## config.mk

```make
export PLATFORM = sky130hd
export DESIGN_NAME = tube_digit_fade_engine
export DESIGN_NICKNAME = d
export VERILOG_FILES = /design/src/rtl/tdfe_pkg.sv /design/src/rtl/tube_digit_fade_engine.sv
export SDC_FILE = /design/constraint.sdc
export NUM_CORES = 1
export LEC_CHECK = 0
export ABC_AREA = 1
export BUFFER_PORTS_ARGS = -buffer_cell sky130_fd_sc_hd__buf_2
export CAP_MARGIN = 10
export CORE_ASPECT_RATIO = 1.1
export CORE_UTILIZATION = 45
export DETAILED_ROUTE_END_ITERATION = 8
export SLEW_MARGIN = 20
export SYNTH_ARGS = -nofsm -noshare
export SYNTH_HDL_FRONTEND = slang
export SYNTH_SLANG_ARGS = --single-unit
```

## constraint.sdc

```tcl
create_clock -name clk -period 9.1 [get_ports clk]
set_input_delay 1.82 -clock clk [delete_from_list [all_inputs] [get_ports clk]]
set_output_delay 1.82 -clock clk [all_outputs]
set_load 0.02 [all_outputs]
```

## src/rtl/tdfe_pkg.sv

```systemverilog
// ----------------------------------------------------------------------------
// tdfe_pkg
// Command codes and shared types for the tube digit fade engine.
// ----------------------------------------------------------------------------
package tdfe_pkg;

  typedef logic [2:0] cmd_t;

  localparam cmd_t CMD_TICK     = 3'd0;
  localparam cmd_t CMD_SET      = 3'd1;
  localparam cmd_t CMD_CLEAR    = 3'd2;
  localparam cmd_t CMD_FADE_IN  = 3'd3;
  localparam cmd_t CMD_FADE_OUT = 3'd4;
  localparam cmd_t CMD_FOG_IN   = 3'd5;
  localparam cmd_t CMD_FOG_OUT  = 3'd6;

  // The running effect is held as its command code; tick doubles as idle.
  localparam cmd_t MODE_IDLE    = CMD_TICK;

endpackage

```

## src/rtl/tube_digit_fade_engine.sv

```systemverilog
// ----------------------------------------------------------------------------
// tube_digit_fade_engine
// Brightness store and fade/fog sequencer for a bank of display tubes.
// ----------------------------------------------------------------------------
// The block takes one transaction at a time: a tick or a command. Every digit
// brightness lives in a single-port-read, single-port-write memory of
// NUM_TUBES*DIGITS_PER_TUBE entries with a registered read, so tube-wide
// work is a read-modify-write walk over that memory. A tick that does not
// step, a fog-in start and an ignored command finish in the accept cycle. A
// single-digit write (set, fade start, fade step) goes through ST_ONE, which
// writes the memory and loads the output register. Clear and fog-out start
// take the accept cycle and then walk the tube, a read state (ST_WALK_RD)
// and a write state (ST_WALK_WR) per digit. A fog step first scans the tube
// with pipelined reads to learn whether it is the final step and then walks
// it; the memory read port sets this pacing. in_ready is high whenever the
// sequencer is idle, even while the last result of the previous transaction
// still waits in the output register. Output stalls hold the sequencer in
// its write states. Reset clears a per-entry valid vector, so the store
// reads as zero at once and no clearing pass is needed.
// ----------------------------------------------------------------------------
module tube_digit_fade_engine
  import tdfe_pkg::*;
#(
  parameter int NUM_TUBES       = 6,
  parameter int DIGITS_PER_TUBE = 10,
  parameter int MAX_LEVEL       = 8
) (
  input  logic        clk,
  input  logic        rst_n,
  input  logic        in_valid,
  output logic        in_ready,
  input  logic [2:0]  in_command,
  input  logic [2:0]  in_tube_index,
  input  logic [3:0]  in_digit_index,
  input  logic [3:0]  in_level,
  input  logic [15:0] in_step_delay,
  output logic        out_valid,
  input  logic        out_ready,
  output logic        out_write_valid,
  output logic [2:0]  out_tube,
  output logic [3:0]  out_digit,
  output logic [3:0]  out_level,
  output logic        out_busy_res,
  output logic        out_last
);

  localparam int NCELL = NUM_TUBES * DIGITS_PER_TUBE;
  localparam int AW    = (NCELL > 1) ? $clog2(NCELL) : 1;
  localparam int CW    = $clog2(DIGITS_PER_TUBE + 1);
  localparam logic [3:0]    MAX_LVL  = 4'(MAX_LEVEL);
  localparam logic [CW-1:0] LAST_DIG = CW'(DIGITS_PER_TUBE - 1);
  localparam logic [CW-1:0] NUM_DIG  = CW'(DIGITS_PER_TUBE);

  // Sequencer states
  localparam logic [2:0] ST_IDLE    = 3'd0;
  localparam logic [2:0] ST_ONE     = 3'd1;
  localparam logic [2:0] ST_SCAN    = 3'd2;
  localparam logic [2:0] ST_WALK_RD = 3'd3;
  localparam logic [2:0] ST_WALK_WR = 3'd4;

  // Row walk kinds
  localparam logic [1:0] WK_CONST   = 2'd0;
  localparam logic [1:0] WK_FOG_IN  = 2'd1;
  localparam logic [1:0] WK_FOG_OUT = 2'd2;

  // --------------------------------------------------------------------------
  // Brightness store: array memory, registered read, valid bits for reset.
  // --------------------------------------------------------------------------
  logic [3:0]       mem [NCELL];
  logic [NCELL-1:0] vld_r;
  logic [3:0]       rd_data_r;
  logic             rd_vld_r;
  logic             mem_we;
  logic             mem_re;
  logic [AW-1:0]    mem_waddr;
  logic [AW-1:0]    mem_raddr;
  logic [3:0]       mem_wdata;
  logic [3:0]       rd_val;

  always_ff @(posedge clk) begin
    if (mem_we) begin
      mem[mem_waddr] <= mem_wdata;
    end
    if (mem_re) begin
      rd_data_r <= mem[mem_raddr];
      rd_vld_r  <= vld_r[mem_raddr];
    end
  end

  always_ff @(posedge clk) begin
    if (!rst_n) begin
      vld_r <= '0;
    end else if (mem_we) begin
      vld_r[mem_waddr] <= 1'b1;
    end
  end

  // An entry never written since reset reads as zero.
  assign rd_val = rd_vld_r ? rd_data_r : 4'd0;

  // --------------------------------------------------------------------------
  // Fog step arithmetic, shared by the scan and the write-back walk.
  // --------------------------------------------------------------------------
  function automatic logic [3:0] fog_next(input logic [1:0] kind, input logic [3:0] v,
                                          input logic held);
    logic [3:0] r;
    r = v;
    if (kind == WK_FOG_IN) begin
      r = (v < MAX_LVL) ? v + 4'd1 : MAX_LVL;
    end else if (held) begin
      r = MAX_LVL;
    end else begin
      r = (v != 4'd0) ? v - 4'd1 : 4'd0;
    end
    return r;
  endfunction

  // Digit is finished once this step leaves it at its final level.
  function automatic logic fog_settled(input logic [1:0] kind, input logic [3:0] v,
                                       input logic held);
    logic [3:0] n;
    logic       ok;
    n  = fog_next(kind, v, held);
    ok = (kind == WK_FOG_IN) ? (n == MAX_LVL) : (held || n == 4'd0);
    return ok;
  endfunction

  // --------------------------------------------------------------------------
  // Registers
  // --------------------------------------------------------------------------
  logic [2:0]    state_r,     state_nxt;
  cmd_t          mode_r,      mode_nxt;
  logic [2:0]    act_tube_r,  act_tube_nxt;
  logic [3:0]    act_digit_r, act_digit_nxt;
  logic [15:0]   delay_r,     delay_nxt;
  logic [15:0]   elapsed_r,   elapsed_nxt;
  logic [3:0]    cur_lvl_r,   cur_lvl_nxt;

  logic [1:0]    wk_kind_r,   wk_kind_nxt;
  logic [3:0]    wk_val_r,    wk_val_nxt;
  logic [2:0]    wk_tube_r,   wk_tube_nxt;
  logic [AW-1:0] wk_base_r,   wk_base_nxt;
  logic [3:0]    wk_held_r,   wk_held_nxt;
  logic [CW-1:0] cnt_r,       cnt_nxt;
  logic          pend_r,      pend_nxt;
  logic [CW-1:0] pend_idx_r,  pend_idx_nxt;
  logic          done_acc_r,  done_acc_nxt;
  logic          busy_r,      busy_nxt;

  logic [AW-1:0] one_addr_r,  one_addr_nxt;
  logic [2:0]    one_tube_r,  one_tube_nxt;
  logic [3:0]    one_digit_r, one_digit_nxt;
  logic [3:0]    one_lvl_r,   one_lvl_nxt;

  logic          out_valid_r;
  logic [2:0]    out_tube_r;
  logic [3:0]    out_digit_r;
  logic [3:0]    out_level_r;
  logic          out_busy_r;
  logic          out_last_r;

  // Output register load
  logic          ld;
  logic [2:0]    ld_tube;
  logic [3:0]    ld_digit;
  logic [3:0]    ld_lvl;
  logic          ld_last;

  logic          out_free;
  logic          in_acc;
  logic          tube_ok;
  logic          dig_ok;
  logic [15:0]   el_inc;
  logic [3:0]    step_lvl;
  logic          step_end;
  logic          scan_ok;
  logic [3:0]    walk_new;
  logic [AW-1:0] in_base;
  logic [AW-1:0] act_base;

  assign out_free = !out_valid_r || out_ready;
  assign in_ready = (state_r == ST_IDLE);
  assign in_acc   = in_valid && in_ready;
  assign tube_ok  = (32'(in_tube_index) < NUM_TUBES);
  assign dig_ok   = (32'(in_digit_index) < DIGITS_PER_TUBE);
  assign in_base  = AW'(32'(in_tube_index) * DIGITS_PER_TUBE);
  assign act_base = AW'(32'(act_tube_r) * DIGITS_PER_TUBE);
  assign el_inc   = (elapsed_r != 16'hFFFF) ? elapsed_r + 16'd1 : elapsed_r;

  // Single-digit fade step
  always_comb begin
    step_lvl = cur_lvl_r;
    step_end = 1'b0;
    if (mode_r == CMD_FADE_IN) begin
      step_lvl = (cur_lvl_r < MAX_LVL) ? cur_lvl_r + 4'd1 : cur_lvl_r;
      step_end = (step_lvl >= MAX_LVL);
    end else begin
      step_lvl = (cur_lvl_r != 4'd0) ? cur_lvl_r - 4'd1 : 4'd0;
      step_end = (step_lvl == 4'd0);
    end
  end

  assign scan_ok  = fog_settled(wk_kind_r, rd_val, 4'(pend_idx_r) == wk_held_r);
  assign walk_new = (wk_kind_r == WK_CONST) ? wk_val_r
                  : fog_next(wk_kind_r, rd_val, 4'(cnt_r) == wk_held_r);

  // --------------------------------------------------------------------------
  // Sequencer
  // --------------------------------------------------------------------------
  always_comb begin
    state_nxt     = state_r;
    mode_nxt      = mode_r;
    act_tube_nxt  = act_tube_r;
    act_digit_nxt = act_digit_r;
    delay_nxt     = delay_r;
    elapsed_nxt   = elapsed_r;
    cur_lvl_nxt   = cur_lvl_r;
    wk_kind_nxt   = wk_kind_r;
    wk_val_nxt    = wk_val_r;
    wk_tube_nxt   = wk_tube_r;
    wk_base_nxt   = wk_base_r;
    wk_held_nxt   = wk_held_r;
    cnt_nxt       = cnt_r;
    pend_nxt      = 1'b0;
    pend_idx_nxt  = pend_idx_r;
    done_acc_nxt  = done_acc_r;
    busy_nxt      = busy_r;
    one_addr_nxt  = one_addr_r;
    one_tube_nxt  = one_tube_r;
    one_digit_nxt = one_digit_r;
    one_lvl_nxt   = one_lvl_r;
    mem_we        = 1'b0;
    mem_re        = 1'b0;
    mem_waddr     = one_addr_r;
    mem_raddr     = wk_base_r + AW'(cnt_r);
    mem_wdata     = one_lvl_r;
    ld            = 1'b0;
    ld_tube       = one_tube_r;
    ld_digit      = one_digit_r;
    ld_lvl        = one_lvl_r;
    ld_last       = 1'b1;

    unique case (state_r)
      ST_IDLE: begin
        if (in_acc) begin
          if (in_command == CMD_TICK) begin
            // Advance the running effect; ticks while idle are dropped.
            if (mode_r != MODE_IDLE) begin
              if (el_inc >= delay_r) begin
                elapsed_nxt = 16'd0;
                if (mode_r == CMD_FADE_IN || mode_r == CMD_FADE_OUT) begin
                  cur_lvl_nxt   = step_lvl;
                  mode_nxt      = step_end ? MODE_IDLE : mode_r;
                  busy_nxt      = !step_end;
                  one_addr_nxt  = act_base + AW'(act_digit_r);
                  one_tube_nxt  = act_tube_r;
                  one_digit_nxt = act_digit_r;
                  one_lvl_nxt   = step_lvl;
                  state_nxt     = ST_ONE;
                end else begin
                  wk_kind_nxt  = (mode_r == CMD_FOG_IN) ? WK_FOG_IN : WK_FOG_OUT;
                  wk_tube_nxt  = act_tube_r;
                  wk_base_nxt  = act_base;
                  wk_held_nxt  = act_digit_r;
                  cnt_nxt      = '0;
                  done_acc_nxt = 1'b1;
                  state_nxt    = ST_SCAN;
                end
              end else begin
                elapsed_nxt = el_inc;
              end
            end
          end else if (tube_ok && in_command <= CMD_FOG_OUT &&
                       (dig_ok || in_command == CMD_CLEAR || in_command == CMD_FOG_IN)) begin
            mode_nxt = MODE_IDLE;
            unique case (in_command)
              CMD_SET: begin
                busy_nxt      = 1'b0;
                one_addr_nxt  = in_base + AW'(in_digit_index);
                one_tube_nxt  = in_tube_index;
                one_digit_nxt = in_digit_index;
                one_lvl_nxt   = (in_level > MAX_LVL) ? MAX_LVL : in_level;
                state_nxt     = ST_ONE;
              end
              CMD_CLEAR: begin
                busy_nxt    = 1'b0;
                wk_kind_nxt = WK_CONST;
                wk_val_nxt  = 4'd0;
                wk_tube_nxt = in_tube_index;
                wk_base_nxt = in_base;
                cnt_nxt     = '0;
                state_nxt   = ST_WALK_RD;
              end
              default: begin
                // Fade and fog starts load the effect context.
                mode_nxt      = in_command;
                act_tube_nxt  = in_tube_index;
                act_digit_nxt = (in_command == CMD_FOG_IN) ? 4'd0 : in_digit_index;
                delay_nxt     = in_step_delay;
                elapsed_nxt   = 16'd0;
                busy_nxt      = 1'b1;
                if (in_command == CMD_FADE_IN || in_command == CMD_FADE_OUT) begin
                  cur_lvl_nxt   = (in_command == CMD_FADE_IN) ? 4'd0 : MAX_LVL;
                  one_addr_nxt  = in_base + AW'(in_digit_index);
                  one_tube_nxt  = in_tube_index;
                  one_digit_nxt = in_digit_index;
                  one_lvl_nxt   = (in_command == CMD_FADE_IN) ? 4'd0 : MAX_LVL;
                  state_nxt     = ST_ONE;
                end else if (in_command == CMD_FOG_OUT) begin
                  wk_kind_nxt = WK_CONST;
                  wk_val_nxt  = MAX_LVL;
                  wk_tube_nxt = in_tube_index;
                  wk_base_nxt = in_base;
                  cnt_nxt     = '0;
                  state_nxt   = ST_WALK_RD;
                end
              end
            endcase
          end
        end
      end

      ST_ONE: begin
        if (out_free) begin
          mem_we    = 1'b1;
          ld        = 1'b1;
          state_nxt = ST_IDLE;
        end
      end

      ST_SCAN: begin
        // Pipelined reads: issue one digit, check the one issued before.
        mem_re       = (cnt_r < NUM_DIG);
        cnt_nxt      = mem_re ? cnt_r + CW'(1) : cnt_r;
        pend_nxt     = mem_re;
        pend_idx_nxt = cnt_r;
        if (pend_r) begin
          done_acc_nxt = done_acc_r && scan_ok;
          if (pend_idx_r == LAST_DIG) begin
            mode_nxt  = (done_acc_r && scan_ok) ? MODE_IDLE : mode_r;
            busy_nxt  = !(done_acc_r && scan_ok);
            cnt_nxt   = '0;
            pend_nxt  = 1'b0;
            state_nxt = ST_WALK_RD;
          end
        end
      end

      ST_WALK_RD: begin
        mem_re    = 1'b1;
        state_nxt = ST_WALK_WR;
      end

      ST_WALK_WR: begin
        mem_waddr = wk_base_r + AW'(cnt_r);
        mem_wdata = walk_new;
        ld_tube   = wk_tube_r;
        ld_digit  = 4'(cnt_r);
        ld_lvl    = walk_new;
        ld_last   = (cnt_r == LAST_DIG);
        if (out_free) begin
          mem_we = 1'b1;
          ld     = 1'b1;
          if (cnt_r == LAST_DIG) begin
            state_nxt = ST_IDLE;
          end else begin
            cnt_nxt   = cnt_r + CW'(1);
            state_nxt = ST_WALK_RD;
          end
        end
      end

      default: begin
        state_nxt = ST_IDLE;
      end
    endcase
  end

  // Control state
  always_ff @(posedge clk) begin
    if (!rst_n) begin
      state_r     <= ST_IDLE;
      mode_r      <= MODE_IDLE;
      act_tube_r  <= '0;
      act_digit_r <= '0;
      delay_r     <= '0;
      elapsed_r   <= '0;
      cur_lvl_r   <= '0;
      pend_r      <= 1'b0;
      out_valid_r <= 1'b0;
    end else begin
      state_r     <= state_nxt;
      mode_r      <= mode_nxt;
      act_tube_r  <= act_tube_nxt;
      act_digit_r <= act_digit_nxt;
      delay_r     <= delay_nxt;
      elapsed_r   <= elapsed_nxt;
      cur_lvl_r   <= cur_lvl_nxt;
      pend_r      <= pend_nxt;
      if (ld) begin
        out_valid_r <= 1'b1;
      end else if (out_ready) begin
        out_valid_r <= 1'b0;
      end
    end
  end

  // Walk context and output payload
  always_ff @(posedge clk) begin
    wk_kind_r   <= wk_kind_nxt;
    wk_val_r    <= wk_val_nxt;
    wk_tube_r   <= wk_tube_nxt;
    wk_base_r   <= wk_base_nxt;
    wk_held_r   <= wk_held_nxt;
    cnt_r       <= cnt_nxt;
    pend_idx_r  <= pend_idx_nxt;
    done_acc_r  <= done_acc_nxt;
    busy_r      <= busy_nxt;
    one_addr_r  <= one_addr_nxt;
    one_tube_r  <= one_tube_nxt;
    one_digit_r <= one_digit_nxt;
    one_lvl_r   <= one_lvl_nxt;
    if (ld) begin
      out_tube_r  <= ld_tube;
      out_digit_r <= ld_digit;
      out_level_r <= ld_lvl;
      out_busy_r  <= busy_nxt;
      out_last_r  <= ld_last;
    end
  end

  assign out_valid       = out_valid_r;
  assign out_write_valid = 1'b1;
  assign out_tube        = out_tube_r;
  assign out_digit       = out_digit_r;
  assign out_level       = out_level_r;
  assign out_busy_res    = out_busy_r;
  assign out_last        = out_last_r;

endmodule

```

==> reports/results.tsv <==
metric	value	unit
Synth area leader	edfxtp_1	
max-cap viol count	0	
Antenna Diode Count	0	
FFs w/ async S/R, synth	0	
synthesized area	18450	um^2
share of cells above drive strength 1	0.09521	
PortBufs	48	
GRT Resource Usage Total	0.2197	
largest net degree at the start of global routing	107	
setup slack, reg-to-reg	5.38	ns
hpwl dp	29000	um
status	completed	
core area	40270	um^2
Rel. slew slack	0.1520	
net count reported at finish	2002	
Data required, critical path	9.52	ns
area fraction of the dominant cell type after synthesis	0.4817	
final max-slew violation count	0	
first-pass GRT wire length	71580	um
Final Hold Fails	0	
Leak	7.966	nW
initial drt markers	1028	
initial antenna violation count	0	
area grow syn2layout	11.89	%
Synth Register Bits	408	
Hold Crit Endpoint	vld_r[41]	
CTS Root Cell	clkbuf_16	
H-tree depth	2	
Via Count	13420	
Worst-Skew Late Latency	0.57	ns
IR Drop Worst-Case VDD	0.1366	mV
CP max FO	42	
RePlAce Congestion	0.8895	
hold depth	2	
met3 usage	0.02658	
RSZ-0062 raised after global routing	no	
sequential share of the synthesized area	0.6032	
Setup Fix Bufs, Post-CTS	0	
busiest layer in global routing	met2	
number of enable flip-flop cells after synthesis	296	
Cell variety after synth	51	
GRT Residual Overflow	0	
syn_nets	1975	
DRT antenna net count	0	
Critical Path Start Type	input pin	
CP Capture Type	flip-flop	
GRT met2 Usage	0.3752	
top cells by area, synth	edfxtp_1 48%, dfxtp_1 12%, nand2_1 5.8%	
die width	195.1	um
vias in the first global route	12951	
starting density of the core	0.4582	
via/cell ratio	5.418	
Crit Reg-Reg Endpoint	done_acc_r	
Routed WL	45510	um
Slew @ Worst Pin	1.267	ns
setup TNS	0	ns
worst r2r path cells	17	
clk buf depth	3	
YS warnings	0	
DRT Pass-1 Iters	5	
Cells after Synth	1901	
fin crit share	0.4203	
Crit Path Category	in2reg	
clk slew on worst S/H paths	0.06	ns
commonest non-fill, non-tap cell in the layout	edfxtp_1	
final setup fails	0	
CP arrival	4.25	ns
WL/cell	18.37	um
M1 GR Usage	0.2877	
I/O Pins	50	
Worst R2R Start	elapsed_r[1]	
die extent in y	214.4	um
top_reg_cell synth	edfxtp_1	
CTS buffer count	44	
Resize count post-CTS	0	
num rows	77	
die footprint	41820	um^2
Hold-fix buffers, CTS	0	
clock skew	0.01751	ns
hold_ws	0.4588	ns
Cell Pwr Density	217.1	nW/um^2
Hold Path Origin	vld_r[41]	
Peak Freq	261.4	MHz
Syn Area/Cell	9.707	um^2
commonest cells after routing, fill and taps aside	296 x edfxtp_1, 285 x nand2_1, 262 x nor2_1	
clk sinks	408	
CTS tree	built	
Tmin final	3.825	ns
Residual DRC	0	
Hold Path Class	reg2reg	
## worst max-delay path, stage by stage
cell and delay (ns):
buf_2 0.12, inv_1 0.10, nand2_1 0.11, nor2_1 0.11, nor2_1 0.25, nand2_1 0.16
nor3_4 0.28, clkinv_1 0.76, o21ai_0 0.45, a21oi_1 0.07
## synthesized netlist by cell type (all sizes together) (2+ instances only)
| master | n |
|---|---|
| nor4 | 3 |
| clkbuf | 74 |
| o21ai | 217 |
| nor3 | 23 |
| dfxtp | 112 |
| ha | 37 |
| a22oi | 7 |
| inv | 218 |
| nor2 | 273 |
| o211ai | 10 |
| a21oi | 121 |
| o221ai | 23 |
| nand3 | 68 |
| xor2 | 15 |
| a31oi | 6 |
| xnor2 | 11 |
| nand2 | 287 |
| nand4 | 25 |
| fa | 3 |
| buf | 9 |
| o22ai | 40 |
| o31ai | 2 |
| edfxtp | 296 |
| a211oi | 5 |
| a31o | 3 |
## report_power, final
| part | leakage (nW) | internal, W | switching, W |
|---|---|---|---|
| combinational | 3.69 | 0.000161 | 0.000414 |
| clock | 0.708 | 0.00111 | 0.000731 |
| sequential | 3.57 | 0.00204 | 0.0000235 |
## layer usage
layer / up-vias / part of all wire
met1: 6396 / 0.43
li1: 6590 / -
met3: 68 / 0.054
met2: 366 / 0.49
met5: - / 0
met4: 0 / 0.026
## area by class of cell
type | instances | area (um^2)
Multi-Input combinational cell | 1191 | 6206
Fill cell | 3684 | 19620
Clock buffer | 64 | 1227
Timing Repair Buffer | 64 | 360.3
Sequential cell | 408 | 11130
Inverter | 219 | 827.0
Clock inverter | 18 | 254.0
Tap cell | 513 | 641.9
## per-stage QoR
stage / worst slack (ns) / total power (W) / cell area [um^2] / utilization / std cells
after floorplan: 3.527 / 0.002485 / 18450 / - / 1901
after global placement: 5.144 / 0.002677 / 19170 / 0.4759 / 2395
after detailed placement: 5.044 / 0.002681 / 19170 / 0.4759 / 2395
after CTS: 5.361 / 0.004518 / 20650 / 0.5127 / 2477
after global routing: 4.838 / 0.004641 / 20650 / 0.5127 / 2477
final: 5.275 / 0.004482 / 20650 / 0.5127 / 2477
## how the worst max path moves through the flow
| stage | slack, ns | endpoint | start |
|---|---|---|---|
| 2_1_floorplan | 3.53 | mem[0][0] | state_r[0] |
| 3_3_place_gp | 5.14 | elapsed_r[15] | in_command[0] |
| 3_5_place_dp | 5.04 | elapsed_r[0] | in_command[0] |
| 4_1_cts | 5.36 | done_acc_r | elapsed_r[1] |
| 5_1_grt | 4.84 | delay_r[7] | in_command[1] |
| 6_report | 5.28 | delay_r[3] | in_command[1] |
## flip-flops by register name (all words and copies together) (netlist names), 4 cells and up
name / flops
mem: 240
vld_r: 60
delay_r: 16
elapsed_r: 16
one_addr_r: 6
act_digit_r: 4
cnt_r: 4
cur_lvl_r: 4
one_lvl_r: 4
out_digit: 4
out_level: 4
pend_idx_r: 4
rd_data_r: 4
wk_held_r: 4
## logic make-up (layout without fill, tap and decap cells)
group	count (synthesis)	after routing	share of synthesized area
and+or+nand+nor	680	680	0.1566
AOI/OAI and AO/OA	443	443	0.1357
DFF	408	408	0.6032
buffers and inverters	302	365	0.06258
adders and majority gates	40	40	0.02834
xor gates and xnor gates	26	26	0.01275
other	1	1	0.0002032
muxes	1	1	0.0005425
No activity file was read; power rests on OpenSTA's default activity.
